===== config.mk =====
export PLATFORM = sky130hd
export DESIGN_NAME = text_console_scroll_buffer
export DESIGN_NICKNAME = d
export VERILOG_FILES = /design/src/hw/rtl/tcsb_pkg.sv /design/src/hw/rtl/tcsb_screen_ram.sv /design/src/hw/rtl/tcsb_line_buf.sv /design/src/hw/rtl/tcsb_ctrl.sv /design/src/hw/rtl/text_console_scroll_buffer.sv
export SDC_FILE = /design/constraint.sdc
export NUM_CORES = 2
export LEC_CHECK = 0
export ABC_CLOCK_PERIOD_IN_PS = 8350
export BUFFER_PORTS_ARGS = -buffer_cell sky130_fd_sc_hd__buf_2
export CAP_MARGIN = 0
export CELL_PAD_IN_SITES_DETAIL_PLACEMENT = 0
export CELL_PAD_IN_SITES_GLOBAL_PLACEMENT = 2
export CORE_AREA = 2 2 462 464
export DETAILED_ROUTE_END_ITERATION = 12
export DIE_AREA = 0 0 464 466
export PLACE_DENSITY_LB_ADDON = 0.1
export SETUP_SLACK_MARGIN = 0.1
export SLEW_MARGIN = 15
export SYNTH_ARGS = -nofsm -noshare
export SYNTH_HDL_FRONTEND = slang
export SYNTH_HIERARCHICAL = 1
export SYNTH_SLANG_ARGS = --single-unit

===== constraint.sdc =====
create_clock -name clk -period 8.35 [get_ports clk]
set_clock_uncertainty 0.1 [all_clocks]
set_input_delay 0.4175 -clock clk [delete_from_list [all_inputs] [get_ports clk]]
set_output_delay 0.4175 -clock clk [all_outputs]
set_load 0.01 [all_outputs]

===== src/hw/rtl/tcsb_pkg.sv =====
`default_nettype none
// ----------------------------------------------------------------------------
// Text console scroll buffer package
// Shared constants, configuration type and width helper for the console
// scroll buffer.
// ----------------------------------------------------------------------------
package tcsb_pkg;

  localparam int MAX_ROWS_DEF = 8;
  localparam int MAX_COLS_DEF = 32;

  localparam int CFG_INDEX_W = 4;
  localparam int CFG_DATA_W  = 8;

  localparam logic [CFG_INDEX_W-1:0] REG_ROWS = 4'd0;
  localparam logic [CFG_INDEX_W-1:0] REG_COLS = 4'd1;

  localparam logic [3:0] ROWS_RESET = 4'd8;
  localparam logic [4:0] COLS_RESET = 5'd31;

  localparam logic [1:0] ACT_APPEND = 2'd0;
  localparam logic [1:0] ACT_CLEAR  = 2'd1;
  localparam logic [1:0] ACT_READ   = 2'd2;

  localparam logic [7:0] CHAR_NUL = 8'd0;
  localparam logic [7:0] CHAR_LF  = 8'd10;
  localparam logic [7:0] CHAR_CR  = 8'd13;

  typedef struct packed {
    logic [3:0] rows_in_use;
    logic [4:0] cols_in_use;
  } cfg_t;

  function automatic int addr_bits(input int n);
    return (n > 1) ? $clog2(n) : 1;
  endfunction

endpackage
`default_nettype wire


===== src/hw/rtl/tcsb_screen_ram.sv =====
`default_nettype none
// ----------------------------------------------------------------------------
// Screen cell memory
// One write port and one read port with registered read data. Cells are
// addressed by row and column fields joined together.
// ----------------------------------------------------------------------------
module tcsb_screen_ram #(
  parameter int MAX_ROWS = tcsb_pkg::MAX_ROWS_DEF,
  parameter int MAX_COLS = tcsb_pkg::MAX_COLS_DEF
) (
  input  wire logic clk,
  input  wire logic we,
  input  wire logic [tcsb_pkg::addr_bits(MAX_ROWS)+tcsb_pkg::addr_bits(MAX_COLS)-1:0] waddr,
  input  wire logic [7:0] wdata,
  input  wire logic [tcsb_pkg::addr_bits(MAX_ROWS)+tcsb_pkg::addr_bits(MAX_COLS)-1:0] raddr,
  output logic [7:0] rdata
);
  import tcsb_pkg::*;

  localparam int CW    = addr_bits(MAX_COLS);
  localparam int DEPTH = MAX_ROWS * (2 ** CW);

  logic [7:0] mem [DEPTH];

  always_ff @(posedge clk) begin
    if (we) begin
      mem[waddr] <= wdata;
    end
  end

  always_ff @(posedge clk) begin
    rdata <= mem[raddr];
  end

endmodule
`default_nettype wire


===== src/hw/rtl/tcsb_line_buf.sv =====
`default_nettype none
// ----------------------------------------------------------------------------
// Line buffer
// Holds the line being typed. Per-entry valid bits make every entry read as
// zero until it is first written after reset.
// ----------------------------------------------------------------------------
module tcsb_line_buf #(
  parameter int MAX_COLS = tcsb_pkg::MAX_COLS_DEF
) (
  input  wire logic clk,
  input  wire logic rst,
  input  wire logic we,
  input  wire logic [tcsb_pkg::addr_bits(MAX_COLS)-1:0] waddr,
  input  wire logic [7:0] wdata,
  input  wire logic [tcsb_pkg::addr_bits(MAX_COLS)-1:0] raddr,
  output logic [7:0] rdata
);
  import tcsb_pkg::*;

  logic [7:0]          mem [MAX_COLS];
  logic [MAX_COLS-1:0] valid;
  logic [7:0]          rd_data;
  logic                rd_valid;

  always_ff @(posedge clk) begin
    if (rst) begin
      valid <= '0;
    end else if (we) begin
      valid[waddr] <= 1'b1;
    end
  end

  always_ff @(posedge clk) begin
    if (we) begin
      mem[waddr] <= wdata;
    end
  end

  always_ff @(posedge clk) begin
    rd_data  <= mem[raddr];
    rd_valid <= valid[raddr];
  end

  assign rdata = rd_valid ? rd_data : CHAR_NUL;

endmodule
`default_nettype wire


===== src/hw/rtl/tcsb_ctrl.sv =====
`default_nettype none
// ----------------------------------------------------------------------------
// Console sequencer
// Decodes each item, steps the shared screen write port over the screen for
// scroll and commit, clear and the clearing pass after reset, and serves reads.
// ----------------------------------------------------------------------------
module tcsb_ctrl #(
  parameter int MAX_ROWS = tcsb_pkg::MAX_ROWS_DEF,
  parameter int MAX_COLS = tcsb_pkg::MAX_COLS_DEF
) (
  input  wire logic clk,
  input  wire logic rst,
  input  wire tcsb_pkg::cfg_t cfg,
  input  wire logic start,
  input  wire logic [1:0] action,
  input  wire logic [7:0] char_code,
  input  wire logic [2:0] row_index,
  input  wire logic [4:0] col_index,
  output logic busy,
  output logic done,
  output logic [7:0] read_data,
  output logic redraw,
  output logic [4:0] line_length,
  output logic scr_we,
  output logic [tcsb_pkg::addr_bits(MAX_ROWS)+tcsb_pkg::addr_bits(MAX_COLS)-1:0] scr_waddr,
  output logic [7:0] scr_wdata,
  output logic [tcsb_pkg::addr_bits(MAX_ROWS)+tcsb_pkg::addr_bits(MAX_COLS)-1:0] scr_raddr,
  input  wire logic [7:0] scr_rdata,
  output logic line_we,
  output logic [tcsb_pkg::addr_bits(MAX_COLS)-1:0] line_waddr,
  output logic [7:0] line_wdata,
  output logic [tcsb_pkg::addr_bits(MAX_COLS)-1:0] line_raddr,
  input  wire logic [7:0] line_rdata
);
  import tcsb_pkg::*;

  localparam int RW = addr_bits(MAX_ROWS);
  localparam int CW = addr_bits(MAX_COLS);

  typedef enum logic [7:0] {
    S_INIT  = 8'b0000_0001,
    S_IDLE  = 8'b0000_0010,
    S_COPY  = 8'b0000_0100,
    S_FLUSH = 8'b0000_1000,
    S_CLEAR = 8'b0001_0000,
    S_CHAR  = 8'b0010_0000,
    S_TERM  = 8'b0100_0000,
    S_READ  = 8'b1000_0000
  } state_t;

  state_t         state;
  logic [RW-1:0]  ri;
  logic [CW-1:0]  cj;
  logic [RW-1:0]  lim_r;
  logic [CW-1:0]  lim_c;
  logic [CW-1:0]  wp;
  logic [7:0]     code_q;
  logic           pend_char;
  logic           committed;
  logic           rd_ok;
  logic           pw_valid;
  logic [RW+CW-1:0] pw_addr;
  logic           pw_line;

  logic [RW-1:0]  last_r;
  logic [CW-1:0]  last_c;
  logic [RW-1:0]  ri_inc;
  logic [CW-1:0]  wp_inc;
  logic           in_copy;

  always_comb begin
    if (cfg.rows_in_use == '0) begin
      last_r = '0;
    end else if (int'(cfg.rows_in_use) > MAX_ROWS) begin
      last_r = RW'(MAX_ROWS - 1);
    end else begin
      last_r = RW'(cfg.rows_in_use - 4'd1);
    end
    if (cfg.cols_in_use == '0) begin
      last_c = '0;
    end else if (int'(cfg.cols_in_use) > MAX_COLS - 1) begin
      last_c = CW'(MAX_COLS - 2);
    end else begin
      last_c = CW'(cfg.cols_in_use - 5'd1);
    end
  end

  assign ri_inc      = ri + 1'b1;
  assign wp_inc      = wp + 1'b1;
  assign in_copy     = (state == S_COPY) || (state == S_FLUSH);
  assign busy        = (state != S_IDLE);
  assign line_length = 5'(wp);

  always_comb begin
    scr_we     = (in_copy && pw_valid) || (state == S_CLEAR) || (state == S_INIT);
    scr_waddr  = in_copy ? pw_addr : {ri, cj};
    scr_wdata  = in_copy ? (pw_line ? line_rdata : scr_rdata) : CHAR_NUL;
    scr_raddr  = (state == S_IDLE) ? {RW'(row_index), CW'(col_index)} : {ri_inc, cj};
    line_raddr = cj;
    line_we    = (state == S_FLUSH) || (state == S_CHAR) || (state == S_TERM);
    line_wdata = (state == S_CHAR) ? code_q : CHAR_NUL;
    priority if (state == S_FLUSH) begin
      line_waddr = '0;
    end else if (state == S_CHAR) begin
      line_waddr = wp;
    end else begin
      line_waddr = wp_inc;
    end
  end

  always_ff @(posedge clk) begin
    if (rst) begin
      state     <= S_INIT;
      ri        <= '0;
      cj        <= '0;
      lim_r     <= RW'(MAX_ROWS - 1);
      lim_c     <= CW'(MAX_COLS - 1);
      wp        <= '0;
      pend_char <= 1'b0;
      committed <= 1'b0;
      pw_valid  <= 1'b0;
      done      <= 1'b0;
      read_data <= '0;
      redraw    <= 1'b0;
    end else begin
      unique case (state)
        S_INIT, S_CLEAR: begin
          if (cj == lim_c) begin
            cj <= '0;
            if (ri == lim_r) begin
              ri    <= '0;
              state <= S_IDLE;
              if (state == S_CLEAR) begin
                done      <= 1'b1;
                read_data <= '0;
                redraw    <= 1'b0;
              end
            end else begin
              ri <= ri_inc;
            end
          end else begin
            cj <= cj + 1'b1;
          end
        end
        S_IDLE: begin
          done <= start &&
                  (((action == ACT_APPEND) && (char_code == CHAR_CR)) ||
                   ((action != ACT_APPEND) && (action != ACT_CLEAR) &&
                    (action != ACT_READ)));
          if (start) begin
            ri     <= '0;
            cj     <= '0;
            lim_r  <= last_r;
            lim_c  <= last_c;
            code_q <= char_code;
            rd_ok  <= (int'(row_index) < MAX_ROWS) && (int'(col_index) < MAX_COLS);
            unique case (action)
              ACT_APPEND: begin
                if (char_code == CHAR_LF) begin
                  pend_char <= 1'b0;
                  committed <= 1'b1;
                  state     <= S_COPY;
                end else if (char_code == CHAR_CR) begin
                  read_data <= '0;
                  redraw    <= 1'b0;
                end else if (wp >= last_c) begin
                  pend_char <= 1'b1;
                  committed <= 1'b1;
                  state     <= S_COPY;
                end else begin
                  committed <= 1'b0;
                  state     <= S_CHAR;
                end
              end
              ACT_CLEAR: begin
                state <= S_CLEAR;
              end
              ACT_READ: begin
                state <= S_READ;
              end
              default: begin
                read_data <= '0;
                redraw    <= 1'b0;
              end
            endcase
          end
        end
        S_COPY: begin
          pw_valid <= 1'b1;
          pw_addr  <= {ri, cj};
          pw_line  <= (ri == lim_r);
          if (ri == lim_r) begin
            ri <= '0;
            if (cj == lim_c) begin
              state <= S_FLUSH;
            end else begin
              cj <= cj + 1'b1;
            end
          end else begin
            ri <= ri_inc;
          end
        end
        S_FLUSH: begin
          pw_valid <= 1'b0;
          wp       <= '0;
          if (pend_char) begin
            state <= S_CHAR;
          end else begin
            state     <= S_IDLE;
            done      <= 1'b1;
            read_data <= '0;
            redraw    <= 1'b1;
          end
        end
        S_CHAR: begin
          state <= S_TERM;
        end
        S_TERM: begin
          wp        <= wp_inc;
          state     <= S_IDLE;
          done      <= 1'b1;
          read_data <= '0;
          redraw    <= committed;
        end
        S_READ: begin
          state     <= S_IDLE;
          done      <= 1'b1;
          read_data <= rd_ok ? scr_rdata : CHAR_NUL;
          redraw    <= 1'b0;
        end
        default: begin
          state <= S_IDLE;
        end
      endcase
    end
  end

endmodule
`default_nettype wire


===== src/hw/rtl/text_console_scroll_buffer.sv =====
`default_nettype none
// ----------------------------------------------------------------------------
// Text console scroll buffer
// Character console with a line buffer and a scrolling screen grid.
// ----------------------------------------------------------------------------
// An item is taken when start is high and busy is low, and its single result
// appears on read_data, redraw and line_length for exactly one cycle with
// done high; the receiver must take it then, as it cannot stall. A carriage
// return or an unused action finishes without raising busy; a read, an
// ordinary character and a clear of the rows x columns in use hold busy
// high until the result. A newline, or a character that fills the line,
// scrolls the screen through the screen memory ports at one cell per cycle,
// and such a character is then stored at the start of the line. After reset
// the block clears all MAX_ROWS x MAX_COLS cells in a pass with busy high;
// configuration writes are taken at any time but are meant for idle periods.
// ----------------------------------------------------------------------------
module text_console_scroll_buffer #(
  parameter int MAX_ROWS = tcsb_pkg::MAX_ROWS_DEF,
  parameter int MAX_COLS = tcsb_pkg::MAX_COLS_DEF
) (
  input  wire logic clk,
  input  wire logic rst,
  input  wire logic start,
  output logic busy,
  input  wire logic [1:0] action,
  input  wire logic [7:0] char_code,
  input  wire logic [2:0] row_index,
  input  wire logic [4:0] col_index,
  output logic done,
  output logic [7:0] read_data,
  output logic redraw,
  output logic [4:0] line_length,
  input  wire logic cfg_valid,
  output logic cfg_ready,
  input  wire logic [tcsb_pkg::CFG_INDEX_W-1:0] cfg_index,
  input  wire logic [tcsb_pkg::CFG_DATA_W-1:0] cfg_data
);
  import tcsb_pkg::*;

  localparam int RW = addr_bits(MAX_ROWS);
  localparam int CW = addr_bits(MAX_COLS);

  cfg_t cfg;

  logic             scr_we;
  logic [RW+CW-1:0] scr_waddr;
  logic [7:0]       scr_wdata;
  logic [RW+CW-1:0] scr_raddr;
  logic [7:0]       scr_rdata;
  logic             line_we;
  logic [CW-1:0]    line_waddr;
  logic [7:0]       line_wdata;
  logic [CW-1:0]    line_raddr;
  logic [7:0]       line_rdata;

  assign cfg_ready = 1'b1;

  always_ff @(posedge clk) begin
    if (rst) begin
      cfg.rows_in_use <= ROWS_RESET;
      cfg.cols_in_use <= COLS_RESET;
    end else if (cfg_valid && cfg_ready) begin
      if (cfg_index == REG_ROWS) begin
        cfg.rows_in_use <= cfg_data[3:0];
      end
      if (cfg_index == REG_COLS) begin
        cfg.cols_in_use <= cfg_data[4:0];
      end
    end
  end

  tcsb_ctrl #(
    .MAX_ROWS(MAX_ROWS),
    .MAX_COLS(MAX_COLS)
  ) u_ctrl (
    .clk        (clk),
    .rst        (rst),
    .cfg        (cfg),
    .start      (start),
    .action     (action),
    .char_code  (char_code),
    .row_index  (row_index),
    .col_index  (col_index),
    .busy       (busy),
    .done       (done),
    .read_data  (read_data),
    .redraw     (redraw),
    .line_length(line_length),
    .scr_we     (scr_we),
    .scr_waddr  (scr_waddr),
    .scr_wdata  (scr_wdata),
    .scr_raddr  (scr_raddr),
    .scr_rdata  (scr_rdata),
    .line_we    (line_we),
    .line_waddr (line_waddr),
    .line_wdata (line_wdata),
    .line_raddr (line_raddr),
    .line_rdata (line_rdata)
  );

  tcsb_screen_ram #(
    .MAX_ROWS(MAX_ROWS),
    .MAX_COLS(MAX_COLS)
  ) u_screen (
    .clk  (clk),
    .we   (scr_we),
    .waddr(scr_waddr),
    .wdata(scr_wdata),
    .raddr(scr_raddr),
    .rdata(scr_rdata)
  );

  tcsb_line_buf #(
    .MAX_COLS(MAX_COLS)
  ) u_line (
    .clk  (clk),
    .rst  (rst),
    .we   (line_we),
    .waddr(line_waddr),
    .wdata(line_wdata),
    .raddr(line_raddr),
    .rdata(line_rdata)
  );

endmodule
`default_nettype wire


* Yosys cells after proc, flatten, opt, wreduce, memory -nomap -nowiden
Memories as Yosys holds them, arrays and structs flattened. A register that Yosys moved wholly into a read port is not among the register bits. Cells that the tools add are included.
Word-level totals: bits in registers 101, RAM bits 2304, bits of input ports 34, output and inout bits 17, word-level logic and storage cells 172, memories 2
Operators by class: add/sub/neg operators 5, order comparisons 5, eq/ne operators 32, multiplexer cells 69, bitwise gates (word level) 2, reductions and logical operators 38
Memories:
- u_screen.mem | depth 256, bits a word 8, read ports 1, clocked after Yosys merged registers in 1, wr ports 1, RTL line tcsb_screen_ram.sv:23 | logic [7:0] mem [DEPTH];
- u_line.mem | depth 32, bits a word 8, read ports 1, clocked after Yosys merged registers in 1, wr ports 1, RTL line tcsb_line_buf.sv:20 | logic [7:0] mem [MAX_COLS];
Operator list (number):
- $mux W8 | 20
- $pmux W8 S5 | 2
- $mux W5 | 7
- $or A32 B32 Y32 | 1
- $eq A8 B4 Y1 const B | 3
- $pmux W8 S3 | 1
- $mux W1 | 22
- $ne A2 B2 Y1 const B | 8
- $pmux W8 S2 | 1
- $mux W3 | 5
- $pmux W5 S3 | 1
- $lt A5 B6 Y1 const B | 2
- $mux W6 | 2
- $add A5 B1 Y5 const B | 2
- $pmux W5 S2 | 1
- $reduce_and A5 Y1 | 2
- $pmux W3 S3 | 1
- $reduce_and A9 Y1 | 1
- $eq A8 B1 Y1 const B | 1
- $eq A8 B2 Y1 const B | 1
- $eq A8 B3 Y1 const B | 1
- $eq A8 B5 Y1 const B | 1
- $eq A8 B6 Y1 const B | 1
- $eq A8 B7 Y1 const B | 1
- 36 further kinds | 63

* Logic depth before layout (Yosys ltp)
depth in word-level cells 9, gate-level depth with buffers 19, depth with buffers taken out 12

* Cells and area by module
Netlist, hierarchy kept.
Modules (own cells, without submodules):
- tcsb_screen_ram | times used 1, cells each 3733, area an instance 79556.3 um2, seq. area each 61659.1 um2
- tcsb_line_buf | times used 1, cells each 559, area an instance 11429.7 um2, seq. area each 8508.2 um2
- tcsb_ctrl | times used 1, cells each 381, area an instance 3360.7 um2, seq. area each 1351.3 um2
- text_console_scroll_buffer | times used 1, cells each 43, area an instance 411.6 um2, seq. area each 180.2 um2

* Least setup slack after synthesis
Ideal clock, no wire load.
path type reg2reg, from register u_ctrl.state[4], to memory u_screen.mem[0][0], data pin, library setup time 1390 ps, arrival time 7222 ps, data required time 6860 ps, slack -362 ps, stages on the path, launching flop included 6, clock period less this slack 8712 ps, cell sequence dfxtp_1 clkbuf_1 nor3_1 nand3_1 clkbuf_1 nor2_1
Between the ends: longest elaborated chain between the ends 3, elaborated cells between the ends (all ways) 4, those cells by class 2 x eq/ne; 1 x mux; 1 x reduce/logical
RTL lines:
- start, declared | RTL line tcsb_ctrl.sv:51 | state_t state;
- start signal, assigned | RTL line tcsb_ctrl.sv:113 | state <= S_INIT;
- start signal, assigned | RTL line tcsb_ctrl.sv:132 | state <= S_IDLE;
- start signal, assigned | RTL line tcsb_ctrl.sv:162 | state <= S_COPY;
- $eq A8 B3 Y1 / $eq A8 B4 Y1 (equally long branches) | RTL line tcsb_ctrl.sv:90 | assign in_copy = (state == S_COPY) || (state == S_FLUSH);
- $logic_or A1 B1 Y1 * | RTL line tcsb_ctrl.sv:90
- $mux W8 * | RTL line tcsb_ctrl.sv:97 | scr_wdata = in_copy ? (pw_line ? line_rdata : scr_rdata) : CHAR_NUL;
- named net scr_wdata[0] | RTL line text_console_scroll_buffer.sv:47 | logic [7:0] scr_wdata;
- end, declared | RTL line tcsb_screen_ram.sv:23
The timed path passes the listed nets; every way through them passes the cells marked *.

* Worst setup path after layout
from register u_ctrl.state[3], to register u_screen.rdata[7], read port of u_screen.mem
Between the ends: longest elaborated chain between the ends 2
RTL lines:
- $eq A8 B2 Y1 | RTL line tcsb_ctrl.sv:98 | scr_raddr = (state == S_IDLE) ? {RW'(row_index), CW'(col_index)} : {ri_inc, cj};
- $mux W8 | RTL line tcsb_ctrl.sv:98
- named net scr_raddr[0] | RTL line text_console_scroll_buffer.sv:48 | logic [RW+CW-1:0] scr_raddr;
- end, declared | RTL line tcsb_screen_ram.sv:16 | output logic [7:0] rdata
The timed path passes the listed nets, and every way through them passes these cells. A chain may end at the register's enable or synchronous reset.

==> results.toml <==
[run_status]
status = "completed"

[timing]
maxSlewHeadroom_pct = 8.854
tns_ns = 0
drv_slew = 0
layout_setup_ws_ns = 2.396
setup_viol = 0
rsz0062_at_grt = "false"
tightest_slew_ns = 1.367
fmax_ghz = 0.1679
min_period_over_period_pct = 71.31
hold_viol_final = 0
layout_min_cycle_time_ns = 5.954

[final_layout]
seqCellArea_mm2 = 0.07171
drive_gt1_share_pct = 21.97
nFillCells = 17050
multiInputGateArea_mm2 = 0.02147
syn_to_final_growth_pct = 12.34
final_net_count = 4932

[synthesis]
synth_area_leaders = "edfxtp_1 74%, mux4_2 13%, dfxtp_1 2.1%, nor2_1 1.6%, mux2i_1 1.6%"
synth-async-reset-ratio_pct = 0
synthCells = 4716
synth.distinct_cells = 80
yosysTopAreaCell = "edfxtp_1"
synthFlopType = "edfxtp_1"
synth-edff-count = 2321
yosysMostFrequentCell = "edfxtp_1"
synth_fp_nets = 4764
synthesis.area_mm2 = 0.09476
netlist_top_cells_count = "2321 x edfxtp_1, 544 x mux4_2, 403 x nor2_1"
synth-seq-cells = 2421
synth_top_area_share_pct = 73.55
ys_seq_area_share_pct = 75.66
yosys_warnings = 6
syn_avg_cell_area_um2 = 20.09

[clock_tree]
clkTransAtPathRegs_ns = 0.06
cts_tree = "done"
clockBufferDepth = 4
cts_resized = 0
cts_sinks = 2421
insertion_delay_ns = 0.92
root_buffer = "clkbuf_16"
numCtsBuffers = 277
cts_max_level = 5

[worst_setup_path]
cpMostUsedCell = "nor4_1"
required_ns = 8.98
path_cells = "nor4_1, and3_1, nand2_1, nand2_4, buf_4, buf_4, mux4_2, a22oi_1, a21oi_1, nor4_1, nor4_1"
slowest_stage = "nor4_1"
critPathMaxFanout = 47
crit_path_start_kind = "flip-flop"
arrival_ns = 6.58
critical_path_class = "flip-flop to flip-flop"
end_kind = "flip-flop"
max_stage_delay_ns = 0.89

[global_routing]
grt_pass1_wl_um = 347500
antenna_found_initial = 8
grt_overflow = 0
grt_max_degree = 221
grt.total_usage_pct = 22.48
grt_pass1_vias = 47240

[floorplanning]
coreArea_mm2 = 0.2112
fp.dieArea_mm2 = 0.2162
start_util_pct = 44.86
die_height_um = 466
rows = 169
die_x_um = 464
num_io_pins = 51

[placed_design]
dp.final_hpwl_um = 145300
routabilityCongestion = 0.8330
numPortBuffers = 46
place_ws_ns = 2.392

[pwr]
power.switching_uw = 6806
sw_frac_of_total_pct = 24.48
leakage_uw = 0.03605
power_density_mw_per_mm2 = 261.2
p_clk_share_pct = 40.2
design_power_total_uw = 27800
seqPwrFrac_pct = 47.9
vdd_drop_max_v = 0.0002255
p_int_uw = 21000
combPwrFrac_pct = 11.9

[drt]
drt-wirelength-per-cell_um = 30.97
dr.pass1.iters = 5
viasPerCell = 5.901
drc_errors = 0
drt-initial-drc-count = 4668
wl_um = 244200
antenna_left = 0
vias = 46530

[min_path]
hold_class = "input port to flip-flop"

[run]
max-cap-violations = 0
-- cell families (layout without fill, tap and decap cells) --
family | Yosys count | in the layout | synth area share, %
AO/OA/AOI/OAI | 502 | 502 | 3.660
other | 1 | 4 | 0.003957
flip-flops | 2421 | 2421 | 75.66
AND/OR/NAND/NOR | 737 | 737 | 3.635
multiplexers | 716 | 716 | 14.81
adder cells (fa/ha/maj) | 15 | 15 | 0.1954
buffers and inverters | 307 | 652 | 1.878
XOR/XNOR | 17 | 17 | 0.1571
-- routing by layer --
metal  GRT usage, %  vias up  part of all wire (%)
li1               -    19810                     -
met1          32.53    25050                    44
met2          35.70     1347                    48
met3          3.706      327                   5.8
met4          5.834        0                   2.3
met5              0        -                     0
-- power by group through the flow --
stage                     registers (µW)  logic [µW]  clock network, µW
after floorplan                    13500        2460                  0
after global routing               13300        3520              11900
final                              13300        3310              11200
after detailed placement           13600        3390                  0
after CTS                          13300        3400              11400
after global placement             13600        3400                  0
-- cell usage in the layout (no fill, tap or decap), types with 11 or more instances in the layout --
master / count
bufinv_16: 11
clkinv_1: 55
xnor2_1: 12
a221oi_1: 13
o211ai_1: 12
clkbuf_1: 72
nor2b_1: 34
a211oi_1: 20
dfxtp_1: 97
clkinv_2: 24
mux4_2: 544
o22ai_1: 28
and2_1: 20
buf_12: 15
nand3_1: 42
mux2i_1: 151
nor2_1: 391
a22o_1: 17
clkbuf_16: 287
a22oi_1: 134
nand2b_1: 19
buf_4: 94
o21ai_0: 25
inv_1: 14
buf_2: 46
a21oi_1: 148
nor2_4: 11
ha_1: 14
nand2_1: 68
nor3_1: 28
a211o_1: 11
o221ai_1: 46
nor4_1: 30
nand4_1: 11
mux2_2: 19
dlygate4sd3_1: 25
edfxtp_1: 2321
-- state kept, by name, indices dropped and copies added (netlist names) --
signal and flops:
u_screen/mem 2048, u_line/mem 256, u_line/valid 32, cfg 9, u_ctrl/code_q 8, u_ctrl/pw_addr 8, u_ctrl/read_data 8, u_ctrl/state 8
u_line/rd_data 8, u_screen/rdata 8, u_ctrl/lim_c 5, u_ctrl/line_length 5, u_ctrl/line_raddr 5, u_ctrl/lim_r 3, u_ctrl/ri 3, u_ctrl/committed 1
u_ctrl/done 1, u_ctrl/pend_char 1, u_ctrl/pw_line 1, u_ctrl/pw_valid 1, u_ctrl/redraw 1, u_line/rd_valid 1
-- timing repair --
item / in CTS / in global routing
endpoints found under the hold margin: 26 / 0
hold buffers: 25 / 0
buffers inserted: 0 / 0
-- worst paths after layout --
path / startpoint / to / slack [ns] / cells after the start
max: u_ctrl/state[3] / u_screen/rdata[7] / 2.40 / 11
min: rst / u_line/valid[29] / 0.12 / 3
max reg2reg: u_ctrl/state[3] / u_screen/rdata[7] / 2.40 / 11
min reg2reg: u_line/valid[23] / u_line/valid[23] / 0.37 / 2
-- cell type report --
cell class | count | share of cell area [%]
sequential | 2421 | 67.36
clock inverter | 94 | 0.6488
multi-input combinational | 1988 | 20.17
inverter | 16 | 0.05642
antenna | 3 | 0.007052
timing repair buffer | 180 | 1.396
clock buffer | 362 | 7.040
tap | 2821 | 3.316
-- stage by stage --
stage	cell area, µm²	utilization, %	hold slack (ns)	std cells
floorplan	94760	-	0.3315	4716
global placement	97980	46.38	0.3436	7400
detailed placement	97980	46.38	0.3542	7400
CTS	106400	50.38	0.05394	7881
global route	106400	50.39	0.1342	7885
finish	106400	50.39	0.1198	7885
-- worst max-delay path: cells and delay by family, from the launching register on --
kind	cells	cell delay, ns
AO/OA/AOI/OAI	2	0.46
buffers and inverters	2	1.19
flip-flops	1	0.38
multiplexers	1	0.62
AND/OR/NAND/NOR	6	2.95
No activity file was read; power rests on OpenSTA's default activity.
